$ cat config.mk
export PLATFORM = sky130hd
export DESIGN_NAME = xz_stored_lzma2_framer_unit
export DESIGN_NICKNAME = d
export VERILOG_FILES = /design/src/sv/xzf_pkg.sv /design/src/sv/xzf_cmdq.sv /design/src/sv/xzf_front.sv /design/src/sv/xzf_back.sv /design/src/sv/xz_stored_lzma2_framer_unit.sv
export SDC_FILE = /design/constraint.sdc
export NUM_CORES = 1
export LEC_CHECK = 0
export BUFFER_PORTS_ARGS = -buffer_cell sky130_fd_sc_hd__buf_2
export CORE_MARGIN = 2
export CORE_UTILIZATION = 55
export DETAILED_ROUTE_END_ITERATION = 10
export GPL_TIMING_DRIVEN = 1
export PLACE_DENSITY = 0.75
export SLEW_MARGIN = 20
export SYNTH_ARGS = -nofsm -noshare
export SYNTH_HDL_FRONTEND = slang
export SYNTH_SLANG_ARGS = --single-unit
$ cat constraint.sdc
create_clock -name clk_i -period 15.7 [get_ports clk_i]
set_input_delay 3.14 -clock clk_i [delete_from_list [all_inputs] [get_ports clk_i]]
set_output_delay 3.14 -clock clk_i [all_outputs]
set_load 0.02 [all_outputs]
$ cat src/sv/xzf_pkg.sv
// ----------------------------------------------------------------------------
// xzf_pkg
// types, constants and crc helpers shared by the xz stored-lzma2 framer
// ----------------------------------------------------------------------------
package xzf_pkg;

  typedef enum logic [1:0] {
    OP_START  = 2'd0,
    OP_DATA   = 2'd1,
    OP_FINISH = 2'd2,
    OP_BAD    = 2'd3
  } op_e;

  typedef enum logic [1:0] {
    CFG_CHECK_MODE = 2'd0,
    CFG_DICT_PROP  = 2'd1,
    CFG_CHUNK_SIZE = 2'd2,
    CFG_STREAM_LEN = 2'd3
  } cfg_idx_e;

  typedef enum logic [1:0] {
    CK_START = 2'd0,
    CK_DATA  = 2'd1,
    CK_FIN   = 2'd2,
    CK_ERR   = 2'd3
  } cmd_e;

  typedef struct packed {
    cmd_e        kind;
    logic [7:0]  data;
    logic        hdr;
    logic        first;
    logic [15:0] lenm1;
  } cmd_t;

  typedef enum logic [3:0] {
    BS_IDLE, BS_START, BS_DHDR, BS_FEND, BS_FPAD, BS_FCHK, BS_IHDR,
    BS_VLIU, BS_VLIL, BS_IPAD, BS_ICRC, BS_FCALC, BS_FOOT
  } bst_e;

  localparam logic [1:0]  CHK_NONE  = 2'd0;
  localparam logic [1:0]  CHK_CRC32 = 2'd1;
  localparam logic [1:0]  CHK_CRC64 = 2'd2;
  localparam logic [31:0] CRC32_POLY = 32'hEDB88320;
  localparam logic [63:0] CRC64_POLY = 64'hC96C5795D7870F42;
  localparam logic [7:0]  FOOT_Y = 8'h59;
  localparam logic [7:0]  FOOT_Z = 8'h5A;
  localparam logic [6:0]  VLI_MASK = 7'h7F;

  localparam logic [1:0]  RST_CHECK_MODE = 2'd1;
  localparam logic [5:0]  RST_DICT_PROP  = 6'd8;
  localparam logic [16:0] RST_CHUNK_SIZE = 17'd65536;

  function automatic logic [31:0] crc32_step(logic [31:0] c, logic [7:0] b);
    logic [31:0] r;
    r = c ^ {24'd0, b};
    for (int i = 0; i < 8; i++) begin
      r = r[0] ? ((r >> 1) ^ CRC32_POLY) : (r >> 1);
    end
    return r;
  endfunction

  function automatic logic [63:0] crc64_step(logic [63:0] c, logic [7:0] b);
    logic [63:0] r;
    r = c ^ {56'd0, b};
    for (int i = 0; i < 8; i++) begin
      r = r[0] ? ((r >> 1) ^ CRC64_POLY) : (r >> 1);
    end
    return r;
  endfunction

  function automatic logic [7:0] magic_byte(logic [2:0] i);
    logic [7:0] r;
    unique case (i)
      3'd0: r = 8'hFD;
      3'd1: r = 8'h37;
      3'd2: r = 8'h7A;
      3'd3: r = 8'h58;
      3'd4: r = 8'h5A;
      default: r = 8'h00;
    endcase
    return r;
  endfunction

  function automatic logic [7:0] bhdr_byte(logic [1:0] i);
    logic [7:0] r;
    unique case (i)
      2'd0: r = 8'h02;
      2'd1: r = 8'h00;
      2'd2: r = 8'h21;
      default: r = 8'h01;
    endcase
    return r;
  endfunction

  function automatic logic [7:0] flag_byte(logic [1:0] cm);
    logic [7:0] r;
    unique case (cm)
      CHK_CRC32: r = 8'h01;
      CHK_CRC64: r = 8'h04;
      default:   r = 8'h00;
    endcase
    return r;
  endfunction

  function automatic logic [3:0] check_len(logic [1:0] cm);
    logic [3:0] r;
    unique case (cm)
      CHK_CRC32: r = 4'd4;
      CHK_CRC64: r = 4'd8;
      default:   r = 4'd0;
    endcase
    return r;
  endfunction

endpackage

$ cat src/sv/xzf_cmdq.sv
// ----------------------------------------------------------------------------
// xzf_cmdq
// two-entry command queue between the front and back parts
// ----------------------------------------------------------------------------
module xzf_cmdq (
  input  logic          clk_i,
  input  logic          rst_ni,
  input  logic          push_i,
  input  xzf_pkg::cmd_t cmd_i,
  output logic          full_o,
  input  logic          pop_i,
  output logic          empty_o,
  output xzf_pkg::cmd_t cmd_o
);

  xzf_pkg::cmd_t mem_q [2];
  logic          wp_q, rp_q;
  logic [1:0]    cnt_q;

  assign full_o  = cnt_q[1];
  assign empty_o = (cnt_q == 2'd0);
  assign cmd_o   = mem_q[rp_q];

  always_ff @(posedge clk_i) begin
    if (push_i && !full_o) begin
      mem_q[wp_q] <= cmd_i;
    end
  end

  always_ff @(posedge clk_i or negedge rst_ni) begin
    if (!rst_ni) begin
      wp_q  <= 1'b0;
      rp_q  <= 1'b0;
      cnt_q <= 2'd0;
    end else begin
      if (push_i && !full_o) begin
        wp_q <= ~wp_q;
      end
      if (pop_i && !empty_o) begin
        rp_q <= ~rp_q;
      end
      cnt_q <= cnt_q + 2'((push_i && !full_o) ? 1 : 0) - 2'((pop_i && !empty_o) ? 1 : 0);
    end
  end

endmodule

$ cat src/sv/xzf_front.sv
// ----------------------------------------------------------------------------
// xzf_front
// accepts items, checks order and byte count, plans chunk headers
// ----------------------------------------------------------------------------
module xzf_front #(
  parameter int LENGTH_BITS = 40,
  parameter int MAX_CHUNK   = 65536
) (
  input  logic                   clk_i,
  input  logic                   rst_ni,
  input  logic                   acc_i,
  input  logic [1:0]             opcode_i,
  input  logic [7:0]             data_byte_i,
  input  logic [16:0]            chunk_size_i,
  input  logic [LENGTH_BITS-1:0] stream_length_i,
  output xzf_pkg::cmd_t          cmd_o
);

  localparam int CW = (LENGTH_BITS > 17) ? LENGTH_BITS : 17;

  logic                   phase_q, phase_d;
  logic [LENGTH_BITS-1:0] seen_q, seen_d, remain;
  logic [16:0]            left_q, left_d, csc, len;
  logic                   first_q, first_d;
  logic [CW-1:0]          remc;

  always_comb begin
    remain = stream_length_i - seen_q;
    remc   = CW'(remain);
    if (chunk_size_i == 17'd0) begin
      csc = 17'd1;
    end else if (chunk_size_i > 17'(MAX_CHUNK)) begin
      csc = 17'(MAX_CHUNK);
    end else begin
      csc = chunk_size_i;
    end
    len = (remc < CW'(csc)) ? remc[16:0] : csc;
  end

  always_comb begin
    phase_d = phase_q;
    seen_d  = seen_q;
    left_d  = left_q;
    first_d = first_q;
    cmd_o   = '{kind: xzf_pkg::CK_ERR, data: data_byte_i, hdr: 1'b0,
                first: first_q, lenm1: 16'(len - 17'd1)};
    unique case (xzf_pkg::op_e'(opcode_i))
      xzf_pkg::OP_START: begin
        if (!phase_q) begin
          cmd_o.kind = xzf_pkg::CK_START;
          phase_d    = 1'b1;
          seen_d     = '0;
          left_d     = '0;
          first_d    = 1'b1;
        end
      end
      xzf_pkg::OP_DATA: begin
        if (phase_q && (seen_q < stream_length_i)) begin
          cmd_o.kind = xzf_pkg::CK_DATA;
          seen_d     = seen_q + 1'b1;
          if (left_q == 17'd0) begin
            cmd_o.hdr = 1'b1;
            first_d   = 1'b0;
            left_d    = len - 17'd1;
          end else begin
            left_d = left_q - 17'd1;
          end
        end
      end
      xzf_pkg::OP_FINISH: begin
        if (phase_q) begin
          phase_d = 1'b0;
          if (seen_q == stream_length_i) begin
            cmd_o.kind = xzf_pkg::CK_FIN;
          end
        end
      end
      default: begin
      end
    endcase
  end

  always_ff @(posedge clk_i or negedge rst_ni) begin
    if (!rst_ni) begin
      phase_q <= 1'b0;
      seen_q  <= '0;
      left_q  <= '0;
      first_q <= 1'b1;
    end else if (acc_i) begin
      phase_q <= phase_d;
      seen_q  <= seen_d;
      left_q  <= left_d;
      first_q <= first_d;
    end
  end

endmodule

$ cat src/sv/xzf_back.sv
// ----------------------------------------------------------------------------
// xzf_back
// byte sequencer: headers, payload, check, index and footer, with crcs
// ----------------------------------------------------------------------------
module xzf_back #(
  parameter int LENGTH_BITS = 40
) (
  input  logic                   clk_i,
  input  logic                   rst_ni,
  input  logic                   qempty_i,
  input  xzf_pkg::cmd_t          cmd_i,
  output logic                   qpop_o,
  input  logic [1:0]             check_mode_i,
  input  logic [5:0]             dict_prop_i,
  input  logic [LENGTH_BITS-1:0] stream_length_i,
  input  logic                   pop_i,
  output logic                   empty_o,
  output logic [7:0]             out_byte_o,
  output logic                   run_last_o,
  output logic                   stream_done_o,
  output logic                   error_o
);

  localparam int VW = LENGTH_BITS + 3;

  xzf_pkg::bst_e           st_q, st_d;
  logic [4:0]              stp_q, stp_d;
  logic [31:0]             hcrc_q, hcrc_d, hin, nh, nc32;
  logic [31:0]             crc32_q, crc32_d;
  logic [63:0]             crc64_q, crc64_d, nc64;
  logic [LENGTH_BITS:0]    cc_q, cc_d;
  logic [VW-1:0]           vli_q, vli_d;
  logic [4:0]              idx_q, idx_d;
  logic [1:0]              padn_q, padn_d;
  xzf_pkg::cmd_t           cur_q, cur_d;
  logic                    ov_q;
  logic [7:0]              ob_q;
  logic                    ol_q, od_q, oe_q;
  logic                    slot, emit, el, ed, ee, upd, hrst, pay, apply, more;
  logic [7:0]              eb, flag, back, nc32b, nc64b, nhb;

  assign slot  = !ov_q || pop_i;
  assign flag  = xzf_pkg::flag_byte(check_mode_i);
  assign back  = {5'd0, idx_q[4:2]};
  assign nh    = ~hcrc_q;
  assign nhb   = nh[{stp_q[1:0], 3'b000} +: 8];
  assign nc32  = ~crc32_q;
  assign nc32b = nc32[{stp_q[1:0], 3'b000} +: 8];
  assign nc64  = ~crc64_q;
  assign nc64b = nc64[{stp_q[2:0], 3'b000} +: 8];
  assign more  = |(vli_q >> 7);

  always_comb begin
    st_d   = st_q;
    stp_d  = stp_q;
    cc_d   = cc_q;
    vli_d  = vli_q;
    idx_d  = idx_q;
    padn_d = padn_q;
    cur_d  = cur_q;
    emit   = 1'b0;
    eb     = 8'h00;
    el     = 1'b0;
    ed     = 1'b0;
    ee     = 1'b0;
    upd    = 1'b0;
    hrst   = 1'b0;
    pay    = 1'b0;
    qpop_o = 1'b0;
    crc32_d = crc32_q;
    crc64_d = crc64_q;
    unique case (st_q)
      xzf_pkg::BS_IDLE: begin
        if (!qempty_i) begin
          unique case (cmd_i.kind)
            xzf_pkg::CK_ERR: begin
              emit = 1'b1;
              el   = 1'b1;
              ee   = 1'b1;
              qpop_o = slot;
            end
            xzf_pkg::CK_DATA: begin
              if (!cmd_i.hdr) begin
                emit   = 1'b1;
                eb     = cmd_i.data;
                el     = 1'b1;
                pay    = 1'b1;
                qpop_o = slot;
              end else begin
                qpop_o = 1'b1;
                cur_d  = cmd_i;
                st_d   = xzf_pkg::BS_DHDR;
                stp_d  = '0;
              end
            end
            xzf_pkg::CK_START: begin
              qpop_o  = 1'b1;
              st_d    = xzf_pkg::BS_START;
              stp_d   = '0;
              cc_d    = '0;
              crc32_d = '1;
              crc64_d = '1;
            end
            default: begin
              qpop_o = 1'b1;
              st_d   = xzf_pkg::BS_FEND;
            end
          endcase
        end
      end
      xzf_pkg::BS_START: begin
        emit = 1'b1;
        el   = (stp_q == 5'd23);
        hrst = (stp_q == 5'd6) || (stp_q == 5'd12);
        upd  = (stp_q == 5'd6) || (stp_q == 5'd7) || ((stp_q >= 5'd12) && (stp_q <= 5'd19));
        if (stp_q < 5'd6) begin
          eb = xzf_pkg::magic_byte(stp_q[2:0]);
        end else if (stp_q == 5'd7) begin
          eb = flag;
        end else if ((stp_q >= 5'd8) && (stp_q <= 5'd11)) begin
          eb = nhb;
        end else if ((stp_q >= 5'd12) && (stp_q <= 5'd15)) begin
          eb = xzf_pkg::bhdr_byte(stp_q[1:0]);
        end else if (stp_q == 5'd16) begin
          eb = {2'b00, dict_prop_i};
        end else if (stp_q >= 5'd20) begin
          eb = nhb;
        end
        if (slot) begin
          stp_d = stp_q + 5'd1;
          if (el) begin
            st_d = xzf_pkg::BS_IDLE;
          end
        end
      end
      xzf_pkg::BS_DHDR: begin
        emit = 1'b1;
        unique case (stp_q[1:0])
          2'd0: eb = cur_q.first ? 8'h01 : 8'h02;
          2'd1: eb = cur_q.lenm1[15:8];
          2'd2: eb = cur_q.lenm1[7:0];
          default: begin
            eb  = cur_q.data;
            el  = 1'b1;
            pay = 1'b1;
          end
        endcase
        if (slot) begin
          stp_d = stp_q + 5'd1;
          if (!pay) begin
            cc_d = cc_q + 1'b1;
          end
          if (el) begin
            st_d = xzf_pkg::BS_IDLE;
          end
        end
      end
      xzf_pkg::BS_FEND: begin
        emit = 1'b1;
        if (slot) begin
          cc_d   = cc_q + 1'b1;
          padn_d = ~cc_q[1:0];
          vli_d  = VW'(cc_q) + VW'(13) + VW'(xzf_pkg::check_len(check_mode_i));
          st_d   = xzf_pkg::BS_FPAD;
          stp_d  = '0;
        end
      end
      xzf_pkg::BS_FPAD: begin
        if (stp_q[1:0] == padn_q) begin
          st_d  = xzf_pkg::BS_FCHK;
          stp_d = '0;
        end else begin
          emit = 1'b1;
          if (slot) begin
            stp_d = stp_q + 5'd1;
          end
        end
      end
      xzf_pkg::BS_FCHK: begin
        if (stp_q == 5'(xzf_pkg::check_len(check_mode_i))) begin
          st_d  = xzf_pkg::BS_IHDR;
          stp_d = '0;
        end else begin
          emit = 1'b1;
          eb   = (check_mode_i == xzf_pkg::CHK_CRC64) ? nc64b : nc32b;
          if (slot) begin
            stp_d = stp_q + 5'd1;
          end
        end
      end
      xzf_pkg::BS_IHDR: begin
        emit = 1'b1;
        upd  = 1'b1;
        hrst = (stp_q == 5'd0);
        eb   = stp_q[0] ? 8'h01 : 8'h00;
        if (slot) begin
          idx_d = hrst ? 5'd1 : idx_q + 5'd1;
          stp_d = stp_q + 5'd1;
          if (stp_q[0]) begin
            st_d = xzf_pkg::BS_VLIU;
          end
        end
      end
      xzf_pkg::BS_VLIU, xzf_pkg::BS_VLIL: begin
        emit = 1'b1;
        upd  = 1'b1;
        eb   = {more, vli_q[6:0] & xzf_pkg::VLI_MASK};
        if (slot) begin
          idx_d = idx_q + 5'd1;
          if (more) begin
            vli_d = vli_q >> 7;
          end else if (st_q == xzf_pkg::BS_VLIU) begin
            vli_d = VW'(stream_length_i);
            st_d  = xzf_pkg::BS_VLIL;
          end else begin
            st_d = xzf_pkg::BS_IPAD;
          end
        end
      end
      xzf_pkg::BS_IPAD: begin
        if (idx_q[1:0] == 2'd0) begin
          st_d  = xzf_pkg::BS_ICRC;
          stp_d = '0;
        end else begin
          emit = 1'b1;
          upd  = 1'b1;
          if (slot) begin
            idx_d = idx_q + 5'd1;
          end
        end
      end
      xzf_pkg::BS_ICRC: begin
        emit = 1'b1;
        eb   = nhb;
        if (slot) begin
          stp_d = stp_q + 5'd1;
          if (stp_q[1:0] == 2'd3) begin
            st_d  = xzf_pkg::BS_FCALC;
            stp_d = '0;
          end
        end
      end
      xzf_pkg::BS_FCALC: begin
        upd  = 1'b1;
        hrst = (stp_q == 5'd0);
        eb   = (stp_q == 5'd0) ? back : ((stp_q == 5'd5) ? flag : 8'h00);
        stp_d = stp_q + 5'd1;
        if (stp_q == 5'd5) begin
          st_d  = xzf_pkg::BS_FOOT;
          stp_d = '0;
        end
      end
      xzf_pkg::BS_FOOT: begin
        emit = 1'b1;
        if (stp_q < 5'd4) begin
          eb = nhb;
        end else if (stp_q == 5'd4) begin
          eb = back;
        end else if (stp_q == 5'd9) begin
          eb = flag;
        end else if (stp_q == 5'd10) begin
          eb = xzf_pkg::FOOT_Y;
        end else if (stp_q == 5'd11) begin
          eb = xzf_pkg::FOOT_Z;
          el = 1'b1;
          ed = 1'b1;
        end
        if (slot) begin
          stp_d = stp_q + 5'd1;
          if (el) begin
            st_d = xzf_pkg::BS_IDLE;
          end
        end
      end
      default: begin
        st_d = xzf_pkg::BS_IDLE;
      end
    endcase
    apply = emit ? slot : 1'b1;
    hin   = hrst ? 32'hFFFFFFFF : hcrc_q;
    hcrc_d = (upd && apply) ? xzf_pkg::crc32_step(hin, eb) : hcrc_q;
    if (pay && slot) begin
      cc_d    = cc_q + 1'b1;
      crc32_d = xzf_pkg::crc32_step(crc32_q, eb);
      crc64_d = xzf_pkg::crc64_step(crc64_q, eb);
    end
  end

  always_ff @(posedge clk_i) begin
    cur_q  <= cur_d;
    vli_q  <= vli_d;
    idx_q  <= idx_d;
    padn_q <= padn_d;
    hcrc_q <= hcrc_d;
    if (emit && slot) begin
      ob_q <= eb;
      ol_q <= el;
      od_q <= ed;
      oe_q <= ee;
    end
  end

  always_ff @(posedge clk_i or negedge rst_ni) begin
    if (!rst_ni) begin
      st_q    <= xzf_pkg::BS_IDLE;
      stp_q   <= '0;
      cc_q    <= '0;
      crc32_q <= '1;
      crc64_q <= '1;
      ov_q    <= 1'b0;
    end else begin
      st_q    <= st_d;
      stp_q   <= stp_d;
      cc_q    <= cc_d;
      crc32_q <= crc32_d;
      crc64_q <= crc64_d;
      if (emit && slot) begin
        ov_q <= 1'b1;
      end else if (pop_i) begin
        ov_q <= 1'b0;
      end
    end
  end

  assign empty_o       = !ov_q;
  assign out_byte_o    = ob_q;
  assign run_last_o    = ol_q;
  assign stream_done_o = od_q;
  assign error_o       = oe_q;

endmodule

$ cat src/sv/xz_stored_lzma2_framer_unit.sv
// ----------------------------------------------------------------------------
// xz_stored_lzma2_framer_unit
// wraps a byte stream in a single-block xz container of stored lzma2 chunks
// ----------------------------------------------------------------------------
//  channel  | handshake         | payload
//  input    | push_i / full_o   | opcode_i, data_byte_i
//  result   | empty_o / pop_i   | out_byte_o, run_last_o, stream_done_o, error_o
//  config   | cfg_we_i          | cfg_idx_i, cfg_wdata_i
//
//  payload bytes inside a chunk pass at one per cycle unless the result register is full
//  a chunk header adds control and length bytes; start emits the stream and block headers
//  the back sequencer stalls on a full result register, and some of its steps emit no byte
//  a two-entry command queue lets input continue while the back part is busy
//  reset is asynchronous; index, padding, vli, header crc and data registers are not reset
// ----------------------------------------------------------------------------
module xz_stored_lzma2_framer_unit #(
  parameter int LENGTH_BITS = 40,
  parameter int MAX_CHUNK   = 65536
) (
  input  logic        clk_i,
  input  logic        rst_ni,
  input  logic        push_i,
  output logic        full_o,
  input  logic [1:0]  opcode_i,
  input  logic [7:0]  data_byte_i,
  output logic        empty_o,
  input  logic        pop_i,
  output logic [7:0]  out_byte_o,
  output logic        run_last_o,
  output logic        stream_done_o,
  output logic        error_o,
  input  logic        cfg_we_i,
  input  logic [1:0]  cfg_idx_i,
  input  logic [39:0] cfg_wdata_i
);

  localparam int SLW = (LENGTH_BITS < 40) ? LENGTH_BITS : 40;

  logic [1:0]             cm_q;
  logic [5:0]             dp_q;
  logic [16:0]            cs_q;
  logic [LENGTH_BITS-1:0] sl_q;
  xzf_pkg::cmd_t          fcmd, qcmd;
  logic                   acc, qempty, qpop;

  always_ff @(posedge clk_i or negedge rst_ni) begin
    if (!rst_ni) begin
      cm_q <= xzf_pkg::RST_CHECK_MODE;
      dp_q <= xzf_pkg::RST_DICT_PROP;
      cs_q <= xzf_pkg::RST_CHUNK_SIZE;
      sl_q <= '0;
    end else if (cfg_we_i) begin
      unique case (xzf_pkg::cfg_idx_e'(cfg_idx_i))
        xzf_pkg::CFG_CHECK_MODE: cm_q <= cfg_wdata_i[1:0];
        xzf_pkg::CFG_DICT_PROP:  dp_q <= cfg_wdata_i[5:0];
        xzf_pkg::CFG_CHUNK_SIZE: cs_q <= cfg_wdata_i[16:0];
        default:                 sl_q <= LENGTH_BITS'(cfg_wdata_i[SLW-1:0]);
      endcase
    end
  end

  assign acc = push_i && !full_o;

  xzf_front #(
    .LENGTH_BITS(LENGTH_BITS),
    .MAX_CHUNK  (MAX_CHUNK)
  ) u_front (
    .clk_i          (clk_i),
    .rst_ni         (rst_ni),
    .acc_i          (acc),
    .opcode_i       (opcode_i),
    .data_byte_i    (data_byte_i),
    .chunk_size_i   (cs_q),
    .stream_length_i(sl_q),
    .cmd_o          (fcmd)
  );

  xzf_cmdq u_cmdq (
    .clk_i  (clk_i),
    .rst_ni (rst_ni),
    .push_i (push_i),
    .cmd_i  (fcmd),
    .full_o (full_o),
    .pop_i  (qpop),
    .empty_o(qempty),
    .cmd_o  (qcmd)
  );

  xzf_back #(
    .LENGTH_BITS(LENGTH_BITS)
  ) u_back (
    .clk_i          (clk_i),
    .rst_ni         (rst_ni),
    .qempty_i       (qempty),
    .cmd_i          (qcmd),
    .qpop_o         (qpop),
    .check_mode_i   (cm_q),
    .dict_prop_i    (dp_q),
    .stream_length_i(sl_q),
    .pop_i          (pop_i),
    .empty_o        (empty_o),
    .out_byte_o     (out_byte_o),
    .run_last_o     (run_last_o),
    .stream_done_o  (stream_done_o),
    .error_o        (error_o)
  );

endmodule
==> results of run 1 <==
[layout make-up]
| cell class | count | area [µm²] | share of cell area (%) |
|---|---|---|---|
| Clock inverter | 22 | 220 | 0.688 |
| Clock buffer | 70 | 1450 | 4.53 |
| Tap cell | 688 | 861 | 2.69 |
| Sequential cell | 449 | 12200 | 38.2 |
| Inverter | 87 | 327 | 1.02 |
| Multi-Input combinational cell | 2317 | 16300 | 51.0 |
| Timing Repair Buffer | 95 | 596 | 1.86 |
[cell families after synthesis]
logic type / Yosys count / synth area share, %
simple gates: 1003 / 16.8
compound gates: 608 / 13.0
xor+xnor: 474 / 14.9
flops: 449 / 41.6
buf+inv: 245 / 3.34
mux: 156 / 7.08
fa+ha+maj: 75 / 3.24
other cells: 1 / 0.0127
[state kept, by name (all words and copies together) (netlist names), 6 cells and up]
register           cells
u_front.left_q        17
cs_q                  17
u_back.out_byte_o      8
u_back.vli_q          43
sl_q                  40
u_front.seen_q        40
u_back.hcrc_q         32
u_back.cc_q           41
u_back.cur_q          25
u_cmdq.mem_q          56
u_back.crc64_q        64
u_back.crc32_q        32
dp_q                   6
[through the flow]
step | std cells | area [µm²] | setup WS, ns | hold WS (ns)
after detailed placement | 3634 | 30300 | 8.08 | 0.483
after floorplan | 3011 | 29400 | 9.48 | 0.457
after global routing | 3728 | 32000 | 7.40 | 0.514
after global placement | 3634 | 30300 | 8.43 | 0.475
after CTS | 3726 | 31900 | 8.07 | 0.496
final | 3728 | 32000 | 8.00 | 0.492
[worst reg2reg max path, stage by stage, from the launching register on]
cell and delay [ns]:
dfrtp_1 0.42, ha_1 0.23, fa_1 0.40, nand2b_1 0.18
a21oi_1 0.34, o21ai_0 0.28, nand2_1 0.18, a21oi_1 0.09
xnor2_1 0.20, ha_1 0.24, nor4_1 0.30, o2111ai_1 0.15
a221oi_1 0.22, and4_1 0.21, nand4b_1 0.25, nor2_2 0.92
mux2_2 0.37, ha_1 0.29, nand2_1 0.12, or4_1 0.47
nor3_1 0.43, nor3b_1 0.39, xnor2_1 0.13, mux2i_1 0.34
nor2_1 0.11, o41ai_1 0.34
[per-layer routing]
layer  global-route usage (%)  part of all wire, %  vias to the layer above
met5                        0                0.016                        -
met4                     10.7                  3.5                        2
met3                     4.85                  7.0                      172
met2                     47.9                   47                      961
met1                     40.4                   43                    11600
li1                         -                    -                    10800
[cell usage after synthesis, drive strengths merged (10+ instances only)]
cell,count,area share [%]
xnor2,301,9.3
a31oi,12,0.26
ha,73,3.1
buf,44,0.77
and2,21,0.45
dfstp,100,8.9
mux2,98,3.7
nand2,219,2.8
mux2i,26,0.88
or3,20,0.43
dfrtp,175,15
or4,13,0.33
edfxtp,174,18
a21o,28,0.71
o22ai,14,0.30
nor2,288,3.7
o21ai,108,1.8
a221oi,11,0.33
a21oi,239,4.1
mux4,32,2.4
and3,30,0.64
clkbuf,114,1.5
a22oi,12,0.32
inv,86,1.1
nor2b,22,0.47
a211oi,46,1.2
nand3,72,1.2
nand2b,22,0.47
or2,12,0.26
o21a,18,0.46
xor2,172,5.6
o2bb2ai,10,0.30
o211ai,22,0.56
nor3,138,2.4
nand4,55,1.3
nor4,50,1.1
[path summary, 6_finish.rpt]
path                                      endpoint  slack (ns)  cells after the start
worst min register to register     u_front.first_q        0.49                      2
worst min-delay path               u_front.first_q        0.49                      2
max in group asynchronous              u_back.ov_q       11.63                      2
worst max register to register  u_front.left_q[14]        8.00                     25
worst max-delay path            u_front.left_q[14]        8.00                     25
min in group asynchronous       u_front.seen_q[37]        2.58                      1
==> metrics, run 1 <==
EDFF count, synth 174; die width 235 µm; Critical Path Start u_front.seen_q[0]; row cnt 84; Mapped Avg Cell Area 9.77 µm²; net count reported at finish 3132; Least-Margin Pin Slew 1.12 ns; kind of critical path flop to flop; setup violators final 0; DRC Markers 0; GPL Wtd Cong 0.964; clk sink count 449; Post-Synthesis Cells 3011; max_slew headroom 24.2%; WL/cell 22.4 µm; IO Port Bufs 69; CP most frequent cell ha_1; Post-CTS Setup Bufs 0; critical-path maximum fanout 20; CP startpoint kind flop; Yosys cell types 100; synthesized net count 3143; global-route wire length before repair 130000 µm; Post-Route Utilization 60.6%; die area 55400 µm²; maxcap violations 0; pin count of the biggest net entering global routing 183; Async S/R FF share, synth 61.2%; clk slew on worst S/H paths 0.07 ns; most common cell after layout, fill and taps aside xnor2_1; Iter 0 DRT Violations 2209; Clk Tree Root Cell clkbuf_16; I/O Pins 70; worst r2r src u_front.seen_q[0]; max-slew violations 0; CTS Buf Count 50; Synth Register Bits 449; hold wc startpoint u_front.first_q; Hold Vio Cnt, Final 0; CP required 16.19 ns; Worst-Skew Late Latency 0.60 ns; slowest stage delay, CP 0.92 ns; Die Y 235 µm; CP bufs+invs 0; Core Box Area 52800 µm²; Ys Warns 0; Filler cells 4355; data arrival time of the worst path 8.19 ns; Initial Util 55.8%; status completed; maximum clock frequency 0.130 GHz; antenna violations before repair 1; total number of vias 23500; predominant post-synthesis flop cell dfrtp_1; setup TNS 0 ns; final WL 83600 µm; CP delay by family, top simple AND/OR/NAND/NOR gates; grt total ovfl 0; Antenna Cells 0; hold_buf cts 0; Post-CTS Resized 0; vias per inst 6.31; vias in the first global route 22800; RSZ-0062 raised after global routing false; CTS tree built; DP Wirelength 61500 µm; Area Growth Syn to Fin 8.71%; Setup Skew 0.0246 ns; period utilisation layout 49.0%; H-Tree Depth 2; commonest cells after routing, fill and taps aside xnor2_1 (293), nor2_1 (284), a21oi_1 (238); Pre-antenna DRT Iters 6; Cell Area, Synth 29400 µm²; Tot GR Track Use 29.6%; Routed Antenna Nets 0; Max clock buf depth 3; CP max stage cell nor2_2; Hold Path Class flop to flop; min Tclk post-route 7.70 ns; layout cell share with drive strength beyond 1 15.7%; Worst Setup End Kind flop; sequential-to-total area share from yosys stat 41.6%
Power of run 1 is not shown: default switching activity piles up to over one toggle a cycle in this logic, so the estimate is an artifact.
==> run 2: changes to the inputs <==
--- a/config.mk
+++ b/config.mk
@@ -5,6 +5,7 @@
 export SDC_FILE = /design/constraint.sdc
 export NUM_CORES = 1
 export LEC_CHECK = 0
+export ABC_AREA = 1
 export BUFFER_PORTS_ARGS = -buffer_cell sky130_fd_sc_hd__buf_2
 export CORE_MARGIN = 2
 export CORE_UTILIZATION = 55
==> constraint.sdc (replaced) <==
create_clock -name clk_i -period 7.5 [get_ports clk_i]
set_input_delay 1.5 -clock clk_i [delete_from_list [all_inputs] [get_ports clk_i]]
set_output_delay 1.5 -clock clk_i [all_outputs]
set_load 0.02 [all_outputs]
==> metrics, run 2 <==
die area 60500 µm² (+9.2%); data arrival time of the worst path 6.04 ns (-2.15 ns); Hold Path Class flop to flop; sequential-to-total area share from yosys stat 38.0% (-3.6 points); setup TNS 0 ns (unchanged); Max clock buf depth 3 (unchanged); Cell Area, Synth 32200 µm² (+9.3%); GPL Wtd Cong 1.03 (+6.6%); cell taking the most area after synthesis edfxtp_1; pin count of the biggest net entering global routing 142 (-22%); grt total ovfl 0 (unchanged); VDD IR max 620 µV; Tot GR Track Use 33.9% (+4.3 points); Worst Hold Slack 0.482 ns (-0.00999 ns); Post-CTS Resized 0 (unchanged); placed cell areas 33200 µm² (+9.7%); predominant post-synthesis flop cell dfrtp_1; Core Box Area 57800 µm² (+9.6%); Hold Vio Cnt, Final 0 (unchanged); Lkg Pwr 15.9 nW; max-slew violations 0 (unchanged); critical-path maximum fanout 20 (unchanged); Die Y 246 µm (+4.5%); top-area cell type share of the netlist area 16.2% (-1.5 points); row cnt 88 (+4.8%); Pre-antenna DRT Iters 7 (+1); Mapped Avg Cell Area 7.33 µm² (-25%); Biggest register u_back.crc64_q; CTS Buf Count 50 (unchanged); total number of vias 30000 (+27%); largest registers u_back.crc64_q: 64 flops, u_cmdq.mem_q: 56 flops, u_back.vli_q: 43 flops; kind of critical path flop to flop; Worst Setup End Kind flop; Cell Pwr Density 561 nW/µm²; Least-Margin Pin Slew 0.936 ns (-0.186 ns); min Tclk post-route 5.68 ns (-2.02 ns); I/O Pins 70 (unchanged); antenna violations before repair 0 (-1); CP startpoint kind flop; global-route wire length before repair 159000 µm (+23%); status completed; Async S/R FF share, synth 61.2% (unchanged); vias per inst 5.72 (-9.4%); Iter 0 DRT Violations 2923 (+32%); maximum clock frequency 0.176 GHz (+35%); Initial Util 55.7% (-0.11 points); net count reported at finish 4568 (+46%); Post-Synthesis Cells 4391 (+46%); max FFs per register 64 (unchanged); DP Wirelength 78500 µm (+28%); commonest cells after routing, fill and taps aside nand2_1 (1103), inv_1 (653), nor2_1 (436); Worst-Skew Late Latency 0.62 ns (+0.02 ns); H-Tree Depth 2 (unchanged); DRC Markers 0 (unchanged); Worst Reg-to-Reg Cells 25 (unchanged); maxcap violations 0 (unchanged); EDFF count, synth 174 (unchanged); IO Port Bufs 69 (unchanged); fin area 34900 µm² (+9.2%); largest cells by area after synthesis edfxtp_1 (16%), dfrtp_1 (14%), nand2_1 (13%); Routed Antenna Nets 0 (unchanged); Post-CTS Setup Bufs 0 (unchanged); clk slew on worst S/H paths 0.06 ns (about the same); hold_buf cts 0 (unchanged); hold path depth 1 (-1); final WL 103000 µm (+23%); setup violators final 0 (unchanged); Yosys cell types 79 (-21%); period utilisation layout 75.8% (+27 points); die width 246 µm (+4.5%); CP required 7.86 ns (-8.33 ns); Setup Skew 0.0243 ns (-0.000363 ns); Synth Register Bits 449 (unchanged); layout cell share with drive strength beyond 1 9.94% (-5.7 points); WL/cell 19.6 µm (-13%); Area Growth Syn to Fin 8.60%; synthesized net count 4523 (+44%); vias in the first global route 28000 (+23%); clk sink count 449 (unchanged); Ys Warns 0 (unchanged); RSZ-0062 raised after global routing false; Clk Tree Root Cell clkbuf_16; max_slew headroom 37.5% (+13 points); most common cell after layout, fill and taps aside nand2_1; Post-Route Utilization 60.5% (-0.18 points); CTS tree built; Commonest cells post-synth nand2_1 (1104), inv_1 (654), nor2_1 (440); most common cell in the netlist nand2_1
## run 2: cell types whose count changed in the layout (fill, tap and decap cells not counted), moves of 146 or more
cell     change
nand3_1    +146
xnor2_1    -223
nand2_1    +884
nor2_1     +152
inv_1      +567
o21ai_0    +151
## run 2: power breakdown
part           switching, mW  internal, mW  total [mW]
clock                   1.07          1.52        2.59
sequential             0.556          3.93        4.49
combinational           8.33          4.21        12.5
total                   9.96          9.66        19.6
## run 2: area by class of cell
type	count	area, µm²
diodes	1	2.50
multi-input cells	3154	16900
clock buffers	76	1530
inverters	686	2580
repair buffers	95	571
flip-flops and latches	449	12200
fillers	5356	22900
clock inverters	18	194
well taps	765	957
## run 2: cells by family (layout without fill, tap and decap cells)
kind of cell / Yosys count / in the layout / synth area share [%]
DFF: 449 / 449 / 38.0
other: 1 / 2 / 0.0117
xor gates and xnor gates: 310 / 310 / 9.00
muxes: 26 / 26 / 0.902
buffers and inverters: 788 / 875 / 9.68
adders and majority gates: 75 / 75 / 2.96
and+or+nand+nor: 2067 / 2067 / 27.4
AOI/OAI and AO/OA: 675 / 675 / 12.0
## run 2: worst paths after layout
check	from	to	slack, ns
min in group asynchronous	rst_ni	u_back.cc_q[9]	0.92
worst max register to register	u_front.seen_q[0]	u_cmdq.mem_q[0][10]	1.82
max in group asynchronous	rst_ni	cs_q[6]	5.36
worst max-delay path	u_front.seen_q[0]	u_cmdq.mem_q[0][10]	1.82
worst min-delay path	u_back.cc_q[13]	u_back.cc_q[13]	0.48
worst min register to register	u_back.cc_q[13]	u_back.cc_q[13]	0.48
## run 2: per-stage QoR
stage               std cells  setup WS (ns)  total power [mW]
floorplan                4391           3.22              13.9
global placement         5148           2.12              16.6
detailed placement       5148           1.97              16.8
CTS                      5242           1.95              19.4
global route             5243           1.32              21.1
finish                   5244           1.82              19.6
## run 2: critical path, cell delays in order (launching register included)
cell,delay [ns]
dfrtp_1,0.43
ha_1,0.23
fa_1,0.40
inv_1,0.15
nand3_1,0.09
nand3_1,0.24
nand2_1,0.09
nand2_1,0.18
nand2_1,0.07
nand2_1,0.11
xor2_1,0.24
ha_1,0.20
nand2_1,0.05
nor2_1,0.18
nand4_1,0.14
nor2_1,0.13
nand4_1,0.51
nand2_1,0.73
nand2_1,0.10
nand2_1,0.18
ha_1,0.25
nand3_2,0.14
nor2_4,0.26
inv_1,0.07
o21ai_1,0.17
nand2_1,0.09
## run 2: layer usage
layer  routed length (µm)  up-vias  part of all wire, %  GRT usage [%]
met5                    0        -                    0              0
met4                 4760        0                  4.6           15.0
met3                 8990      264                  8.8           5.82
met2                46500     1453                   45           53.9
met1                42400    14000                   41           45.5
li1                     -    14300                    -              -
Note: power is estimated with default switching activity, not from simulation.
